<file path="src/design/urxf_pkg.sv">
// urxf_pkg: shared constants, codes and types for the UART receive FIFO block.
// No dependencies; compile first.
package urxf_pkg;

  localparam int Depth   = 128;
  localparam int PtrW    = $clog2(Depth);
  localparam int CntW    = $clog2(Depth + 1);
  localparam int LevelW  = 9;
  localparam int ByteW   = 8;
  localparam int CfgIdxW = 1;

  typedef enum logic [1:0] {
    MODE_RX       = 2'd0,
    MODE_READ     = 2'd1,
    MODE_TX_DONE  = 2'd2,
    MODE_TX_WRITE = 2'd3
  } mode_e;

  localparam logic [CfgIdxW-1:0] REG_PAUSE  = 1'b0;
  localparam logic [CfgIdxW-1:0] REG_RESUME = 1'b1;

  localparam logic [LevelW-1:0] PauseRst  = 9'd32;
  localparam logic [LevelW-1:0] ResumeRst = 9'd64;

endpackage

</file>
<file path="src/design/urxf_if.sv">
// Handshake channels of the UART receive FIFO: input words, result words, config writes.
// Depends on urxf_pkg.
interface urxf_in_if;
  logic                         valid;
  logic                         ready;
  urxf_pkg::mode_e              mode;
  logic [urxf_pkg::ByteW-1:0]   rx_byte;
  logic [urxf_pkg::ByteW-1:0]   tx_byte;

  modport source (output valid, mode, rx_byte, tx_byte, input ready);
  modport sink   (input valid, mode, rx_byte, tx_byte, output ready);
endinterface

interface urxf_out_if;
  logic                         valid;
  logic                         ready;
  logic [urxf_pkg::ByteW-1:0]   read_data;
  logic                         read_valid;
  logic                         rts_out;
  logic                         char_available;
  logic [urxf_pkg::LevelW-1:0]  free_space;
  logic                         overflow;
  logic                         transmit_ready;
  logic                         transmit_start;
  logic [urxf_pkg::ByteW-1:0]   transmit_data;

  modport source (output valid, read_data, read_valid, rts_out, char_available, free_space,
                  overflow, transmit_ready, transmit_start, transmit_data, input ready);
  modport sink   (input valid, read_data, read_valid, rts_out, char_available, free_space,
                  overflow, transmit_ready, transmit_start, transmit_data, output ready);
endinterface

interface urxf_cfg_if;
  logic                          valid;
  logic                          ready;
  logic [urxf_pkg::CfgIdxW-1:0]  index;
  logic [urxf_pkg::LevelW-1:0]   data;

  modport source (output valid, index, data, input ready);
  modport sink   (input valid, index, data, output ready);
endinterface

</file>
<file path="src/design/urxf_ram.sv">
// urxf_ram: simple dual-port synchronous RAM, one write and one registered read port.
// No package dependency.
module urxf_ram #(
  parameter int DataW = 8,
  parameter int AddrW = 7
) (
  input  logic             clk_i,
  input  logic             we_i,
  input  logic [AddrW-1:0] waddr_i,
  input  logic [DataW-1:0] wdata_i,
  input  logic             re_i,
  input  logic [AddrW-1:0] raddr_i,
  output logic [DataW-1:0] rdata_o
);

  logic [DataW-1:0] mem_q [2**AddrW];
  logic [DataW-1:0] rdata_q;

  always_ff @(posedge clk_i) begin
    if (we_i) begin
      mem_q[waddr_i] <= wdata_i;
    end
  end

  always_ff @(posedge clk_i) begin
    if (re_i) begin
      rdata_q <= mem_q[raddr_i];
    end
  end

  assign rdata_o = rdata_q;

endmodule

</file>
<file path="src/design/uart_rx_fifo_rts_flow_control.sv">
// uart_rx_fifo_rts_flow_control: receive byte FIFO with RTS hysteresis and transmit-ready flag.
// Depends on urxf_pkg, urxf_if.sv (channel interfaces) and urxf_ram.
//
//   channel | dir | payload                                      | handshake
//   --------+-----+----------------------------------------------+-------------
//   in_i    | in  | mode, rx_byte, tx_byte                       | valid/ready
//   out_o   | out | read_data, read_valid, rts_out, ...          | valid/ready
//   cfg_i   | in  | index (0 pause, 1 resume), data (9 bit)      | valid/ready
//
// One result word per input word. Receive, transmit-done and transmit-write words and a read
// of an empty FIFO have their result registered in the cycle after acceptance; a read that
// pops passes through the FIFO RAM read register and then the result register.
// Input is taken with no pop pending and the output empty or drained in the same cycle.
// Reset (rst_ni low, async) empties the FIFO, lowers RTS, sets transmit ready and loads the
// default levels 32/64. RAM contents are not cleared; a pop only reads written entries.
// cfg_i is always ready; writes are expected only while the block is idle.
module uart_rx_fifo_rts_flow_control (
  input  logic       clk_i,
  input  logic       rst_ni,
  urxf_in_if.sink    in_i,
  urxf_out_if.source out_o,
  urxf_cfg_if.sink   cfg_i
);

  typedef struct packed {
    logic [urxf_pkg::ByteW-1:0]  read_data;
    logic                        read_valid;
    logic                        rts_out;
    logic                        char_available;
    logic [urxf_pkg::LevelW-1:0] free_space;
    logic                        overflow;
    logic                        transmit_ready;
    logic                        transmit_start;
    logic [urxf_pkg::ByteW-1:0]  transmit_data;
  } out_word_t;

  // sequencer: idle, or waiting for RAM read data
  localparam logic S_IDLE = 1'b0;
  localparam logic S_READ = 1'b1;

  logic state_q, state_d;

  logic [urxf_pkg::PtrW-1:0]   wr_ptr_q, wr_ptr_d;
  logic [urxf_pkg::PtrW-1:0]   rd_ptr_q, rd_ptr_d;
  logic [urxf_pkg::CntW-1:0]   space_q, space_d;
  logic                        rts_q, rts_d;
  logic                        tx_rdy_q, tx_rdy_d;
  logic [urxf_pkg::LevelW-1:0] pause_q, resume_q;

  out_word_t word_q, word_d;
  logic      out_valid_q, out_valid_d;

  logic                       in_ready, in_fire;
  logic                       ram_we, ram_re;
  logic [urxf_pkg::ByteW-1:0] ram_rdata;

  localparam logic [urxf_pkg::CntW-1:0] DepthCnt = urxf_pkg::CntW'(urxf_pkg::Depth);

  // ------------------------------------------------------------------
  // handshakes
  // ------------------------------------------------------------------
  assign in_ready   = (state_q == S_IDLE) && (!out_valid_q || out_o.ready);
  assign in_i.ready = in_ready;
  assign in_fire    = in_i.valid && in_ready;
  assign cfg_i.ready = 1'b1;

  // ------------------------------------------------------------------
  // FIFO storage
  // ------------------------------------------------------------------
  // Writes happen on the accept edge of a receive word; a pop reads on the
  // accept edge of its own word, so write and read never overlap in time.
  urxf_ram #(
    .DataW (urxf_pkg::ByteW),
    .AddrW (urxf_pkg::PtrW)
  ) u_ram (
    .clk_i   (clk_i),
    .we_i    (ram_we),
    .waddr_i (wr_ptr_q),
    .wdata_i (in_i.rx_byte),
    .re_i    (ram_re),
    .raddr_i (rd_ptr_q),
    .rdata_o (ram_rdata)
  );

  // ------------------------------------------------------------------
  // next-state and result word
  // ------------------------------------------------------------------
  always_comb begin
    state_d     = state_q;
    wr_ptr_d    = wr_ptr_q;
    rd_ptr_d    = rd_ptr_q;
    space_d     = space_q;
    rts_d       = rts_q;
    tx_rdy_d    = tx_rdy_q;
    word_d      = word_q;
    out_valid_d = out_valid_q && !out_o.ready;
    ram_we      = 1'b0;
    ram_re      = 1'b0;

    if (state_q == S_READ) begin
      // popped byte arrives; rest of the word was filled at accept
      word_d.read_data = ram_rdata;
      out_valid_d      = 1'b1;
      state_d          = S_IDLE;
    end else if (in_fire) begin
      word_d = '0;
      unique case (in_i.mode)
        urxf_pkg::MODE_RX: begin
          if (space_q == '0) begin
            // full: drop the byte, RTS left alone
            word_d.overflow = 1'b1;
          end else begin
            ram_we   = 1'b1;
            wr_ptr_d = wr_ptr_q + 1'b1;
            space_d  = space_q - 1'b1;
            if (!rts_q && (urxf_pkg::LevelW'(space_d) < pause_q)) begin
              rts_d = 1'b1;
            end
          end
        end
        urxf_pkg::MODE_READ: begin
          if (space_q != DepthCnt) begin
            ram_re            = 1'b1;
            word_d.read_valid = 1'b1;
            rd_ptr_d          = rd_ptr_q + 1'b1;
            space_d           = space_q + 1'b1;
            if (rts_q && (urxf_pkg::LevelW'(space_d) > resume_q)) begin
              rts_d = 1'b0;
            end
            state_d = S_READ;
          end
        end
        urxf_pkg::MODE_TX_DONE: begin
          tx_rdy_d = 1'b1;
        end
        urxf_pkg::MODE_TX_WRITE: begin
          if (tx_rdy_q) begin
            word_d.transmit_start = 1'b1;
            word_d.transmit_data  = in_i.tx_byte;
            tx_rdy_d              = 1'b0;
          end
        end
        default: begin
        end
      endcase
      word_d.rts_out        = rts_d;
      word_d.char_available = (space_d != DepthCnt);
      word_d.free_space     = urxf_pkg::LevelW'(space_d);
      word_d.transmit_ready = tx_rdy_d;
      out_valid_d           = (state_d != S_READ);
    end
  end

  // ------------------------------------------------------------------
  // registers
  // ------------------------------------------------------------------
  always_ff @(posedge clk_i or negedge rst_ni) begin
    if (!rst_ni) begin
      state_q     <= S_IDLE;
      wr_ptr_q    <= '0;
      rd_ptr_q    <= '0;
      space_q     <= DepthCnt;
      rts_q       <= 1'b0;
      tx_rdy_q    <= 1'b1;
      out_valid_q <= 1'b0;
    end else begin
      state_q     <= state_d;
      wr_ptr_q    <= wr_ptr_d;
      rd_ptr_q    <= rd_ptr_d;
      space_q     <= space_d;
      rts_q       <= rts_d;
      tx_rdy_q    <= tx_rdy_d;
      out_valid_q <= out_valid_d;
    end
  end

  always_ff @(posedge clk_i or negedge rst_ni) begin
    if (!rst_ni) begin
      pause_q  <= urxf_pkg::PauseRst;
      resume_q <= urxf_pkg::ResumeRst;
    end else if (cfg_i.valid) begin
      unique case (cfg_i.index)
        urxf_pkg::REG_PAUSE:  pause_q  <= cfg_i.data;
        urxf_pkg::REG_RESUME: resume_q <= cfg_i.data;
        default: begin
        end
      endcase
    end
  end

  always_ff @(posedge clk_i) begin
    word_q <= word_d;
  end

  // ------------------------------------------------------------------
  // outputs
  // ------------------------------------------------------------------
  assign out_o.valid          = out_valid_q;
  assign out_o.read_data      = word_q.read_data;
  assign out_o.read_valid     = word_q.read_valid;
  assign out_o.rts_out        = word_q.rts_out;
  assign out_o.char_available = word_q.char_available;
  assign out_o.free_space     = word_q.free_space;
  assign out_o.overflow       = word_q.overflow;
  assign out_o.transmit_ready = word_q.transmit_ready;
  assign out_o.transmit_start = word_q.transmit_start;
  assign out_o.transmit_data  = word_q.transmit_data;

  // ------------------------------------------------------------------
  // assertions
  // ------------------------------------------------------------------
  a_space_range: assert property (@(posedge clk_i) disable iff (!rst_ni)
    space_q <= DepthCnt)
    else $error("free space count above FIFO depth");

  a_ptr_fill: assert property (@(posedge clk_i) disable iff (!rst_ni)
    (wr_ptr_q - rd_ptr_q) == urxf_pkg::PtrW'(DepthCnt - space_q))
    else $error("pointer distance disagrees with free space count");

  a_read_slot: assert property (@(posedge clk_i) disable iff (!rst_ni)
    (state_q == S_READ) |-> (!out_valid_q && !in_ready))
    else $error("result slot busy while pop data is pending");

  a_pop_result: assert property (@(posedge clk_i) disable iff (!rst_ni)
    (state_q == S_READ) |=> (out_valid_q && word_q.read_valid))
    else $error("pop did not yield a valid read word");

  a_overflow_full: assert property (@(posedge clk_i) disable iff (!rst_ni)
    (out_valid_q && word_q.overflow) |-> (word_q.free_space == '0))
    else $error("overflow flagged with free space left");

endmodule
</file>
<file path="src/flat_wrapper.sv">
// flat-port wrapper written by rule: the top's interface ports become plain ports
module uart_rx_fifo_rts_flow_control_flat 
  (clk_i, rst_ni, in_i_valid, in_i_mode, in_i_rx_byte, in_i_tx_byte, in_i_ready, out_o_valid, out_o_read_data, out_o_read_valid, out_o_rts_out, out_o_char_available, out_o_free_space, out_o_overflow, out_o_transmit_ready, out_o_transmit_start, out_o_transmit_data, out_o_ready, cfg_i_valid, cfg_i_index, cfg_i_data, cfg_i_ready);
  urxf_in_if in_i_i ();
  urxf_out_if out_o_i ();
  urxf_cfg_if cfg_i_i ();
  input  logic clk_i;
  input  logic rst_ni;
  input wire logic [$bits(in_i_i.valid)-1:0] in_i_valid;
  input wire logic [$bits(in_i_i.mode)-1:0] in_i_mode;
  input wire logic [$bits(in_i_i.rx_byte)-1:0] in_i_rx_byte;
  input wire logic [$bits(in_i_i.tx_byte)-1:0] in_i_tx_byte;
  output wire logic [$bits(in_i_i.ready)-1:0] in_i_ready;
  output wire logic [$bits(out_o_i.valid)-1:0] out_o_valid;
  output wire logic [$bits(out_o_i.read_data)-1:0] out_o_read_data;
  output wire logic [$bits(out_o_i.read_valid)-1:0] out_o_read_valid;
  output wire logic [$bits(out_o_i.rts_out)-1:0] out_o_rts_out;
  output wire logic [$bits(out_o_i.char_available)-1:0] out_o_char_available;
  output wire logic [$bits(out_o_i.free_space)-1:0] out_o_free_space;
  output wire logic [$bits(out_o_i.overflow)-1:0] out_o_overflow;
  output wire logic [$bits(out_o_i.transmit_ready)-1:0] out_o_transmit_ready;
  output wire logic [$bits(out_o_i.transmit_start)-1:0] out_o_transmit_start;
  output wire logic [$bits(out_o_i.transmit_data)-1:0] out_o_transmit_data;
  input wire logic [$bits(out_o_i.ready)-1:0] out_o_ready;
  input wire logic [$bits(cfg_i_i.valid)-1:0] cfg_i_valid;
  input wire logic [$bits(cfg_i_i.index)-1:0] cfg_i_index;
  input wire logic [$bits(cfg_i_i.data)-1:0] cfg_i_data;
  output wire logic [$bits(cfg_i_i.ready)-1:0] cfg_i_ready;
  assign in_i_i.valid = in_i_valid;
  assign in_i_i.mode = in_i_mode;
  assign in_i_i.rx_byte = in_i_rx_byte;
  assign in_i_i.tx_byte = in_i_tx_byte;
  assign in_i_ready = in_i_i.ready;
  assign out_o_valid = out_o_i.valid;
  assign out_o_read_data = out_o_i.read_data;
  assign out_o_read_valid = out_o_i.read_valid;
  assign out_o_rts_out = out_o_i.rts_out;
  assign out_o_char_available = out_o_i.char_available;
  assign out_o_free_space = out_o_i.free_space;
  assign out_o_overflow = out_o_i.overflow;
  assign out_o_transmit_ready = out_o_i.transmit_ready;
  assign out_o_transmit_start = out_o_i.transmit_start;
  assign out_o_transmit_data = out_o_i.transmit_data;
  assign out_o_i.ready = out_o_ready;
  assign cfg_i_i.valid = cfg_i_valid;
  assign cfg_i_i.index = cfg_i_index;
  assign cfg_i_i.data = cfg_i_data;
  assign cfg_i_ready = cfg_i_i.ready;
  uart_rx_fifo_rts_flow_control u_core (.clk_i(clk_i), .rst_ni(rst_ni), .in_i(in_i_i), .out_o(out_o_i), .cfg_i(cfg_i_i));
endmodule
</file>
<file path="config.mk">
export PLATFORM = sky130hd
export DESIGN_NAME = uart_rx_fifo_rts_flow_control_flat
export DESIGN_NICKNAME = d
export VERILOG_FILES = /design/src/design/urxf_pkg.sv /design/src/design/urxf_if.sv /design/src/design/urxf_ram.sv /design/src/design/uart_rx_fifo_rts_flow_control.sv /design/src/flat_wrapper.sv
export SDC_FILE = /design/constraint.sdc
export NUM_CORES = 1
export LEC_CHECK = 0
export BUFFER_PORTS_ARGS = -buffer_cell sky130_fd_sc_hd__buf_2
export CAP_MARGIN = 30
export CORE_AREA = 2 2 285 287
export CTS_CLUSTER_DIAMETER = 80
export DETAILED_ROUTE_END_ITERATION = 12
export DIE_AREA = 0 0 287 289
export PLACE_DENSITY = 0.73
export RECOVER_POWER = 100
export SYNTH_ARGS = -nofsm -noshare
export SYNTH_HDL_FRONTEND = slang
export SYNTH_HIERARCHICAL = 1
export SYNTH_SLANG_ARGS = --single-unit
</file>
<file path="constraint.sdc">
create_clock -name clk_i -period 7.56 [get_ports clk_i]
set_input_delay 1.512 -clock clk_i [delete_from_list [all_inputs] [get_ports clk_i]]
set_output_delay 1.512 -clock clk_i [all_outputs]
set_load 0.1 [all_outputs]
</file>
---- Yosys cells after proc, flatten, opt, wreduce, memory -nomap -nowiden ----
Memory sizes are Yosys's and may differ from the RTL's. A register that Yosys moved wholly into a read port is not among the register bits.
Index checks and enable logic that the tools add are counted.
word-level totals
  register bits ........................... 74
  bits in writable memories ............... 1024
  input bits .............................. 33
  output and inout bits ................... 34
  word-level logic and storage cells ...... 85
  memories ................................ 1
operators by class
  add/sub/neg operators ................... 4
  $lt $le $gt $ge ......................... 2
  equality and inequality tests ........... 5
  multiplexer cells ....................... 33
  bitwise gates (word level) .............. 4
  reductions and logical operators ........ 18
memories
  name                words  bits a word  read ports  clocked after memory_dff  wr ports  RTL line        RTL
  u_core.u_ram.mem_q  128    8            1           1                         1         urxf_ram.sv:16  logic [DataW-1:0] mem_q [2**AddrW];
operators with widths
  operator                                             number
  2-to-1 mux 8 bit                                     5
  2-to-1 mux 31 bit                                    1
  2-to-1 mux 1 bit                                     22
  2-to-1 mux 9 bit                                     2
  inequality test 8 bit, second input constant         2
  case mux 8 bit (2 select lines)                      1
  adder 7 x 1 -> 7 bit, second input constant          2
  > comparator 8 x 9 -> 1 bit                          1
  less-than comparator 8 x 9 -> 1 bit                  1
  adder 8 x 1 -> 8 bit, second input constant          1
  logical NOT 8 bit                                    1
  AND reduction 2 bit                                  4
  AND reduction 4 bit                                  2
  subtractor 8 x 1 -> 8 bit, second input constant     1
  logical AND 1 bit                                    5
  equality test 2 bit, second input constant           2
  NOT 1 bit                                            4
  case mux 1 bit (2 select lines)                      2
  logical NOT 1 bit                                    3
  equality test 2 x 1 -> 1 bit, second input constant  1
  logical NOT 2 bit                                    1
  nonzero test 2 bit                                   1
  logical OR 1 bit                                     1

---- Longest topological paths before layout ----
Gate-level depths: netlist of run 1.
  depth in word-level cells ............... 9
  mapped depth ............................ 14
  mapped depth without buffers ............ 12

---- Modules after synthesis ----
Netlist of run 1, hierarchy kept.
modules (own cells, without submodules)
  module                         times used  cells an instance  area each (µm²)  seq. area each (µm²)
  urxf_ram                       1           1635               39745.6          30989.7
  uart_rx_fifo_rts_flow_control  1           351                3849.9           2006.9

---- Worst setup path before layout of run 1 ----
No wires, ideal clock.
  kind .................................... input-to-reg
  from .................................... input port out_o_ready
  to ...................................... memory u_core.u_ram.mem_q[110][0] (enable)
  setup time .............................. 0.285 ns
  data arrival time ....................... 3.971 ns
  data required time ...................... 7.275 ns
  setup slack ............................. 3.303 ns
  stages on the path ...................... 9
  buffers on the path ..................... 3
  cell sequence ........................... o211ai_1 -> clkinv_1 -> and2_1 -> buf_2 -> clkbuf_1 -> nor2b_1 -> nand3_1 -> clkbuf_1 -> nor2_1
on the way
  word-level cells in the longest chain between the ends .. 7
RTL lines
  item                                    RTL line                              RTL
  start: declaration                      flat_wrapper.sv:24                    input wire logic [$bits(out_o_i.ready)-1:0] out_o_ready;
  logical OR 1 bit                        uart_rx_fifo_rts_flow_control.sv:62   assign in_ready = (state_q == S_IDLE) && (!out_valid_q || out_o.ready);
  logical AND 1 bit                       uart_rx_fifo_rts_flow_control.sv:62
  logical AND 1 bit                       uart_rx_fifo_rts_flow_control.sv:64   assign in_fire = in_i.valid && in_ready;
  2-to-1 mux 1 bit                        uart_rx_fifo_rts_flow_control.sv:105  end else if (in_fire) begin
  2-to-1 mux 1 bit                        uart_rx_fifo_rts_flow_control.sv:100  if (state_q == S_READ) begin
  via u_core.ram_we                       uart_rx_fifo_rts_flow_control.sv:54   logic ram_we, ram_re;
  2-to-1 mux 1 bit                        urxf_ram.sv:20                        if (we_i) begin
  2-to-1 mux 1 bit (implied by the code)  urxf_ram.sv:21                        mem_q[waddr_i] <= wdata_i;
  end: declaration                        urxf_ram.sv:16
The timed path passes the listed nets, and every way through them passes these cells.

---- Worst setup path in the final report of run 1 ----
  from .................................... input port in_i_rx_byte[4]
  to ...................................... memory u_core.u_ram.mem_q[8][4], data pin
RTL lines
  item                RTL line            RTL
  start: declaration  flat_wrapper.sv:11  input wire logic [$bits(in_i_i.rx_byte)-1:0] in_i_rx_byte;
Straight into the memory's write port.

==> results_dict.tcl, run 1 <==
set metrics [dict create \
    hold_path_depth 2 \
    synth_seq_cells 1106 \
    p_comb_frac 0.252 \
    gr-total-overflow 0 \
    worstReg2RegEnd "u_core/u_ram/mem_q[67][7]" \
    dieArea_mm2 0.0829 \
    post-route-worst-setup-slack_ns 1.94 \
    critPathBufInv 2 \
    cp_max_fo 72 \
    routed_wl_mm 101 \
    slowest_stage "clkbuf_1" \
    ys_warn_count 6 \
    rsz0062_at_grt "no" \
    p_leak_nw 15.0 \
    async_flop_share 0.0398 \
    die_x_um 287 \
    holdWs_ns 0.499 \
    status "finished with violations" \
    skew_ns 0.0391 \
    setup_viol 0 \
    cts_tree "done" \
    root_buffer "clkbuf_16" \
    reg2regPathDepth 7 \
    tns_ns 0 \
    postRouteAntennaNets 0 \
    synthesis.nets 2039 \
    cts_buffer_depth 3 \
    synth_compound_area_frac 0.00904 \
    min_period_ns 5.62 \
    port-buffer-count 64 \
    viasPerCell 6.57 \
    nNetsFinal 2141 \
    p_sw_mw 4.72 \
    synth_top_family_by_area "multiplexers" \
    antenna_found_initial 0 \
    ys_types 62 \
    start_util 0.546 \
    dp.cells 3036 \
    drv_cap 21 \
    cts.sinks 1106 \
    num_vias 21267 \
    worstPathArrival_ns 5.86 \
    yosys.area_share.simple 0.0290 \
    core_mm2 0.0799 \
    top_usage_layer "met2" \
    drt_iter0_markers 2820 \
    max_stage_delay_ns 2.77 \
    grt_usage 0.249 \
    crit_path_cell_trace "clkbuf_1 > clkbuf_2" \
    route.detailed.drc 0 \
    timing.final.hold_violations 0 \
    slew_viol_final 1058 \
    path_class "input pin to flip-flop" \
    cts_hold_buf 0 \
    synth_top_cell_by_area "edfxtp_1" \
    min_period_over_period 0.743 \
    finalNonFillerCells 3236 \
    required_ns 7.80 \
    first_global_vias 20889 \
    rows 104 \
    power.internal_mw 12.1 \
    r2r_slack_ns 1.97 \
    preCtsSetupSlack_ns 2.58 \
    synthTopCellsByArea "edfxtp_1 73%, mux4_2 17%, dfrtp_1 2.3%" \
    violations "max-capacitance violations, max-slew violations" \
    seq_power_share 0.423 \
    peakVddDrop_mv 0.263 \
    routabilityCongestion 0.869 \
    use_met1 0.360 \
    fmax_mhz 178 \
    synth.area.mux_share 0.180 \
    met3_usage 0.0443 \
    p_per_area_mw_per_mm2 346 \
    dp_hpwl_mm 61.1 \
    grt_pass1_wl_mm 147 \
    ioPinCount 67 \
    cts_setup_buffers 0 \
    r2r_start "u_core/space_q[0]" \
    path_clk_slew_ns 0.06 \
    hp-start "u_core/tx_rdy_q" \
    min_to "u_core/tx_rdy_q" \
    total_power_mw 16.8 \
    endpoint_kind "flip-flop" \
    dieHeight_um 289 \
    hold_path_class "flip-flop to flip-flop" \
    seq_area_frac_synth 0.757 \
    synthesis.area_mm2 0.0436 \
    numCtsBuffers 104 \
    synthXorXnorAreaFrac 0.00542 \
    num_antenna_cells 0 \
    wl_per_cell_um 31.3 \
    tightest_slew_ns 4.23 \
    cts_resized 0 \
    grt_start_max_net_pins 114 \
    synth_top_cell_area_share 0.732 \
    synth_edf_count 1062 \
    relSlewSlack -1.82 \
    drive_gt1_frac 0.259 \
    clockPowerShare 0.324 \
    postSynthCellCount 1986 \
    synth_fa_ha_area_frac 0.00574 \
    first_pass_iters 5 \
    syn_to_final_growth_pct 11.4 \
    clock_latency_ns 0.69 \
    grtUsageMet2 0.398 \
    htreeDepth 3 \
    switching_share 0.280 \
    syn_avg_cell_area_um2 22.0 \
    cp_top_family "buffers and inverters" \
    synthFlopType "edfxtp_1" \
    cp-start-kind "input pin" \
]
-- worst max path at each step --
| stage | startpoint | endpoint | slack (ns) | cells past startpoint |
|---|---|---|---|---|
| 5_1_grt | in_i_rx_byte[4] | u_core/u_ram/mem_q[8][4] | 1.59 | 2 |
| 3_3_place_gp | in_i_mode[1] | u_core/u_ram/mem_q[37][1] | 2.68 | 6 |
| 2_1_floorplan | out_o_ready | u_core/u_ram/mem_q[110][0] | 3.30 | 9 |
| 4_1_cts | u_core/space_q[0] | u_core/u_ram/mem_q[37][3] | 3.02 | 8 |
| 6_report | in_i_rx_byte[4] | u_core/u_ram/mem_q[8][4] | 1.94 | 2 |
| 3_5_place_dp | in_i_mode[1] | u_core/u_ram/mem_q[37][3] | 2.58 | 6 |
-- cell families after synthesis --
kind of cell	after synthesis
and+or+nand+nor	276
DFF	1106
xor gates and xnor gates	27
muxes	361
adders and majority gates	20
other	2
buffers and inverters	136
AOI/OAI and AO/OA	58
-- cell type report --
cell class / count / area, um2
flip-flops and latches: 1106 / 33000
fillers: 5423 / 31300
multi-input cells: 744 / 9980
clock buffers: 135 / 2810
well taps: 1060 / 1330
clock inverters: 59 / 798
repair buffers: 104 / 537
inverters: 28 / 105
-- synthesized netlist by cell type, types with 3 or more instances --
cell type and n:
nand3_1 24, dfstp_2 4, o31ai_1 3, ha_1 20
buf_1 19, nand4_1 8, nor2b_1 10, clkbuf_1 53
and3_1 4, edfxtp_1 1062, buf_2 20, nand2_1 46
nor2_1 133, buf_4 13, nor4_1 4, a21o_1 4
xor2_1 9, dfrtp_1 40, mux4_2 336, o21ai_0 20
and2_1 17, nand2b_1 4, inv_1 26, xnor2_1 18
mux2_2 24, a21oi_1 8, nor3_1 13
-- flip-flops by register name (all words and copies together) (netlist names) --
signal,count
u_core/out_o.valid,1
u_core/wr_ptr_q,7
u_core/out_o.transmit_start,1
u_core/state_q,1
u_core/pause_q,9
u_core/out_o.overflow,1
u_core/out_o.rts_out,1
u_core/resume_q,9
u_core/out_o.char_available,1
u_core/out_o.transmit_ready,1
u_core/out_o.transmit_data,8
u_core/rd_ptr_q,7
u_core/space_q,8
u_core/u_ram/rdata_o,8
u_core/out_o.read_valid,1
u_core/out_o.free_space,8
u_core/tx_rdy_q,1
u_core/out_o.read_data,8
u_core/u_ram/mem_q,1024
u_core/rts_q,1
-- worst reg2reg max path: stages (launching register included) --
cell	delay (ns)
dfrtp_1	0.56
inv_1	0.16
ha_1	0.30
nor4b_1	0.20
a211oi_1	0.57
and2_0	0.92
nand3_1	1.43
nor2_1	1.10
-- cells in the final DEF, fill, tap and decap left out, types with 6 or more instances in the layout --
cell        synthesis  layout
edfxtp_1         1062    1062
nand4_1             8       8
clkinv_1            1      13
nor2b_1            10      10
buf_2              20      18
mux4_2            336     336
nand2_1            46      46
clkinvlp_4          0       9
buf_4              13       6
o21ai_0            20      20
nand3_1            24      24
xor2_1              9       9
clkbuf_1           53      93
clkinv_2            0      14
clkbuf_16           0     106
inv_1              26      26
a21oi_1             8       8
and2_0              0      15
ha_1               20      20
xnor2_1            18      18
nor2_1            133     133
mux2_2             24      23
bufinv_16           0      17
dfrtp_1            40      36
nor3_1             13      14
-- power by group through the flow --
stage | Sequential (mW) | Combinational [mW] | Clock [mW]
3_5_place_dp | 7.30 | 4.11 | 0
5_1_grt | 7.15 | 4.43 | 5.75
4_1_cts | 7.18 | 4.15 | 5.52
2_1_floorplan | 7.18 | 3.03 | 0
6_report | 7.12 | 4.25 | 5.45
3_3_place_gp | 7.31 | 4.04 | 0
-- metal layers --
layer	up-vias	share of wire
li1	8469	-
met1	11203	0.38
met2	1431	0.49
met3	164	0.10
met4	0	0.025
met5	-	0
-- per-stage QoR --
stage	utilization	cell area, um2
global placement	0.563	45000
finish	0.608	48600
floorplan	-	43600
CTS	0.610	48700
global route	0.608	48600
detailed placement	0.565	45100
Power figures use the tool's default switching activity.
==> inputs of run 2 (changes only) <==
--- a/config.mk
+++ b/config.mk
@@ -5,12 +5,13 @@
 export SDC_FILE = /design/constraint.sdc
 export NUM_CORES = 1
 export LEC_CHECK = 0
+export ABC_AREA = 1
 export BUFFER_PORTS_ARGS = -buffer_cell sky130_fd_sc_hd__buf_2
 export CAP_MARGIN = 30
-export CORE_AREA = 2 2 285 287
+export CORE_AREA = 2 2 293 295
 export CTS_CLUSTER_DIAMETER = 80
 export DETAILED_ROUTE_END_ITERATION = 12
-export DIE_AREA = 0 0 287 289
+export DIE_AREA = 0 0 295 297
 export PLACE_DENSITY = 0.73
 export RECOVER_POWER = 100
 export SYNTH_ARGS = -nofsm -noshare
==> constraint.sdc (replaced) <==
create_clock -name clk_i -period 5.9 [get_ports clk_i]
set_input_delay 1.18 -clock clk_i [delete_from_list [all_inputs] [get_ports clk_i]]
set_output_delay 1.18 -clock clk_i [all_outputs]
set_load 0.1 [all_outputs]
==> run 2 against run 1 <==
- the flow still finishes with violations (max-capacitance violations, max-slew violations)
- non-clock buffer count up 13
- cell area increased by 3.7%
- sequential share of layout area shrank 2.4 points
- cell count is 62% higher
- sequential power increased by 27%
- die area up 5.6%
- combinational power up 72%
- worst hold slack worse by 0.015 ns
- wire length increased by 14%
- critical path type unchanged
- largest power group unchanged
==> results_dict.tcl, run 2 <==
set metrics [dict create \
    ioPinCount 67 \
    timing.final.hold_violations 0 \
    start_util 0.547 \
    numCtsBuffers 108 \
    first_global_vias 28789 \
    dieHeight_um 297 \
    crit_path_cell_trace "clkbuf_1 > clkbuf_2" \
    antenna_found_initial 2 \
    core_mm2 0.0845 \
    p_per_area_mw_per_mm2 460 \
    grt_start_max_net_pins 213 \
    clockPowerShare 0.294 \
    dieArea_mm2 0.0876 \
    postSynthCellCount 4021 \
    synth_top_cell_by_area "edfxtp_1" \
    tightest_slew_ns 4.29 \
    fillers 6540 \
    rsz0062_at_grt "no" \
    cp-start-kind "input pin" \
    required_ns 6.24 \
    r2r_slack_ns 1.37 \
    cts_tree "done" \
    port-buffer-count 64 \
    cts_setup_buffers 0 \
    viasPerCell 5.84 \
    synthesis.area_mm2 0.0462 \
    critPathBufInv 2 \
    seq_power_share 0.391 \
    route.detailed.drc 0 \
    drive_gt1_frac 0.0609 \
    endpoint_kind "flip-flop" \
    root_buffer "clkbuf_16" \
    path_clk_slew_ns 0.06 \
    synth_common_cells "1324 x nand2_1, 1062 x edfxtp_1, 948 x nand3_1, 159 x nor2_1, 123 x buf_2" \
    ys_warn_count 6 \
    p_comb_frac 0.315 \
    min_period_ns 4.66 \
    regMostFlops "u_core/u_ram/mem_q" \
    syn_avg_cell_area_um2 11.5 \
    rows 107 \
    relSlewSlack -1.86 \
    seq_area_frac_synth 0.714 \
    cts_hold_buf 0 \
    nNetsFinal 4060 \
    largest_reg_flops 1024 \
    preCtsSetupSlack_ns 2.15 \
    worstPathArrival_ns 5.01 \
    p_leak_nw 18.2 \
    cts_buffer_depth 3 \
    synthesis.nets 4074 \
    reg_top3 "u_core/u_ram/mem_q: 1024 flops, u_core/pause_q: 9 flops, u_core/resume_q: 9 flops" \
    setup_viol 0 \
    slowest_stage "clkbuf_1" \
    layout_commonest_cell "nand2_1" \
    synthFlopType "edfxtp_1" \
    htreeDepth 3 \
    final_cell_mix "1328 x nand2_1, 1062 x edfxtp_1, 952 x nand3_1" \
    status "finished with violations" \
    worstReg2RegEnd "u_core/u_ram/mem_q[111][5]" \
    skew_ns 0.0202 \
    p_sw_mw 8.51 \
    drv_cap 20 \
    grt_pass1_wl_mm 174 \
    die_x_um 295 \
    cp_top_family "buffers and inverters" \
    synth.most_common_cell "nand2_1" \
    routed_wl_mm 115 \
    peakVddDrop_mv 0.384 \
    synthTopCellsByArea "edfxtp_1 69%, nand2_1 11%, nand3_1 10%" \
    syn_to_final_growth_pct 8.97 \
    synth_top_cell_area_share 0.690 \
    switching_share 0.368 \
    hold_path_class "flip-flop to flip-flop" \
    cts_resized 0 \
    cp_max_fo 65 \
    tns_ns 0 \
    post-route-worst-setup-slack_ns 1.24 \
    fmax_mhz 214 \
    async_flop_share 0.0398 \
    synth_edf_count 1062 \
    hold_path_depth 2 \
    cts.sinks 1106 \
    r2r_start "u_core/space_q[0]" \
    slew_viol_final 863 \
    clock_latency_ns 0.68 \
    drt_iter0_markers 4413 \
    reg2regPathDepth 10 \
    ys_types 38 \
    num_vias 30625 \
    synth_seq_cells 1106 \
    gr-total-overflow 0 \
    first_pass_iters 6 \
    min_to "u_core/rts_q" \
    postRouteAntennaNets 0 \
    final_util 0.596 \
    wl_per_cell_um 21.9 \
    max_stage_delay_ns 2.65 \
    routabilityCongestion 0.953 \
    hp-start "u_core/rts_q" \
    dp_hpwl_mm 67.0 \
    min_period_over_period 0.790 \
    grt_usage 0.262 \
    power.internal_mw 14.6 \
    violations "max-capacitance violations, max-slew violations" \
    path_class "input pin to flip-flop" \
]
## run 2: cell types whose count changed after synthesis, moves of 22 or more
cell / before / now
mux2_2: 24 / 0
inv_1: 26 / 95
mux4_2: 336 / 0
buf_2: 20 / 123
nand3_1: 24 / 948
buf_6: 2 / 24
nor2_1: 133 / 159
nand2_1: 46 / 1324
buf_4: 13 / 44
## run 2: final cells by class
cell class              count  area, um2  share of cell area
multi-input cells        2562      11200               0.223
flip-flops and latches   1106      33000               0.656
diodes                      1       2.50           0.0000497
clock inverters            70        649              0.0129
well taps                1144       1430              0.0284
clock buffers             135       2870              0.0569
repair buffers            117        699              0.0139
inverters                 112        449             0.00892
## run 2: power by group through the flow
| stage | Sequential [mW] | Combinational [mW] | Clock, mW |
|---|---|---|---|
| after floorplan | 9.21 | 5.19 | 0 |
| after global placement | 9.27 | 6.99 | 0 |
| after detailed placement | 9.20 | 7.14 | 0 |
| after CTS | 9.04 | 7.18 | 6.86 |
| after global routing | 9.07 | 7.96 | 7.16 |
| final | 9.05 | 7.30 | 6.80 |
## run 2: worst max-delay path by stage
| stage | start | endpoint | slack [ns] | cells after the start |
|---|---|---|---|---|
| floorplan | in_i_mode[1] | u_core/u_ram/mem_q[105][0] | 2.66 | 10 |
| global placement | u_core/rd_ptr_q[1] | u_core/u_ram/rdata_o[0] | 2.25 | 10 |
| detailed placement | in_i_mode[1] | u_core/u_ram/mem_q[5][3] | 2.15 | 9 |
| CTS | u_core/rd_ptr_q[0] | u_core/u_ram/rdata_o[0] | 2.20 | 12 |
| global route | in_i_rx_byte[1] | u_core/u_ram/mem_q[91][1] | 0.99 | 2 |
| finish | in_i_rx_byte[1] | u_core/u_ram/mem_q[61][1] | 1.24 | 2 |
## run 2: worst reg2reg max path, stage by stage, from the launching register on
cell	delay, ns
dfrtp_1	0.46
inv_1	0.24
ha_1	0.23
nand2_4	0.06
nor2_1	0.16
nor2_1	0.17
nand2_1	0.26
clkinvlp_2	0.54
nand2_1	0.20
clkbuf_1	1.26
nor2_1	0.55
## run 2: metrics by stage
stage / power [mW] / hold WS, ns / cell area [um2] / std cells
floorplan: 14.4 / 0.440 / 46200 / 4021
global placement: 16.3 / 0.469 / 47000 / 5035
detailed placement: 16.3 / 0.469 / 47000 / 5036
CTS: 23.1 / 0.482 / 50500 / 5241
global route: 24.2 / 0.511 / 50300 / 5246
finish: 23.1 / 0.484 / 50400 / 5247
## run 2: layer usage
layer / up-vias / part of all wire / GRT usage
li1: 13940 / - / -
met1: 14699 / 0.40 / 0.385
met2: 1785 / 0.47 / 0.404
met3: 201 / 0.11 / 0.0405
met4: 0 / 0.028 / 0.0837
met5: - / 0 / 0
## run 2: cells by family after synthesis
| logic type | synth area share |
|---|---|
| AND/OR/NAND/NOR | 0.232 |
| flip-flops | 0.714 |
| buffers and inverters | 0.0398 |
| AO/OA/AOI/OAI | 0.00558 |
| adder cells (fa/ha/maj) | 0.00542 |
| XOR/XNOR | 0.00322 |
| other | 0.000163 |
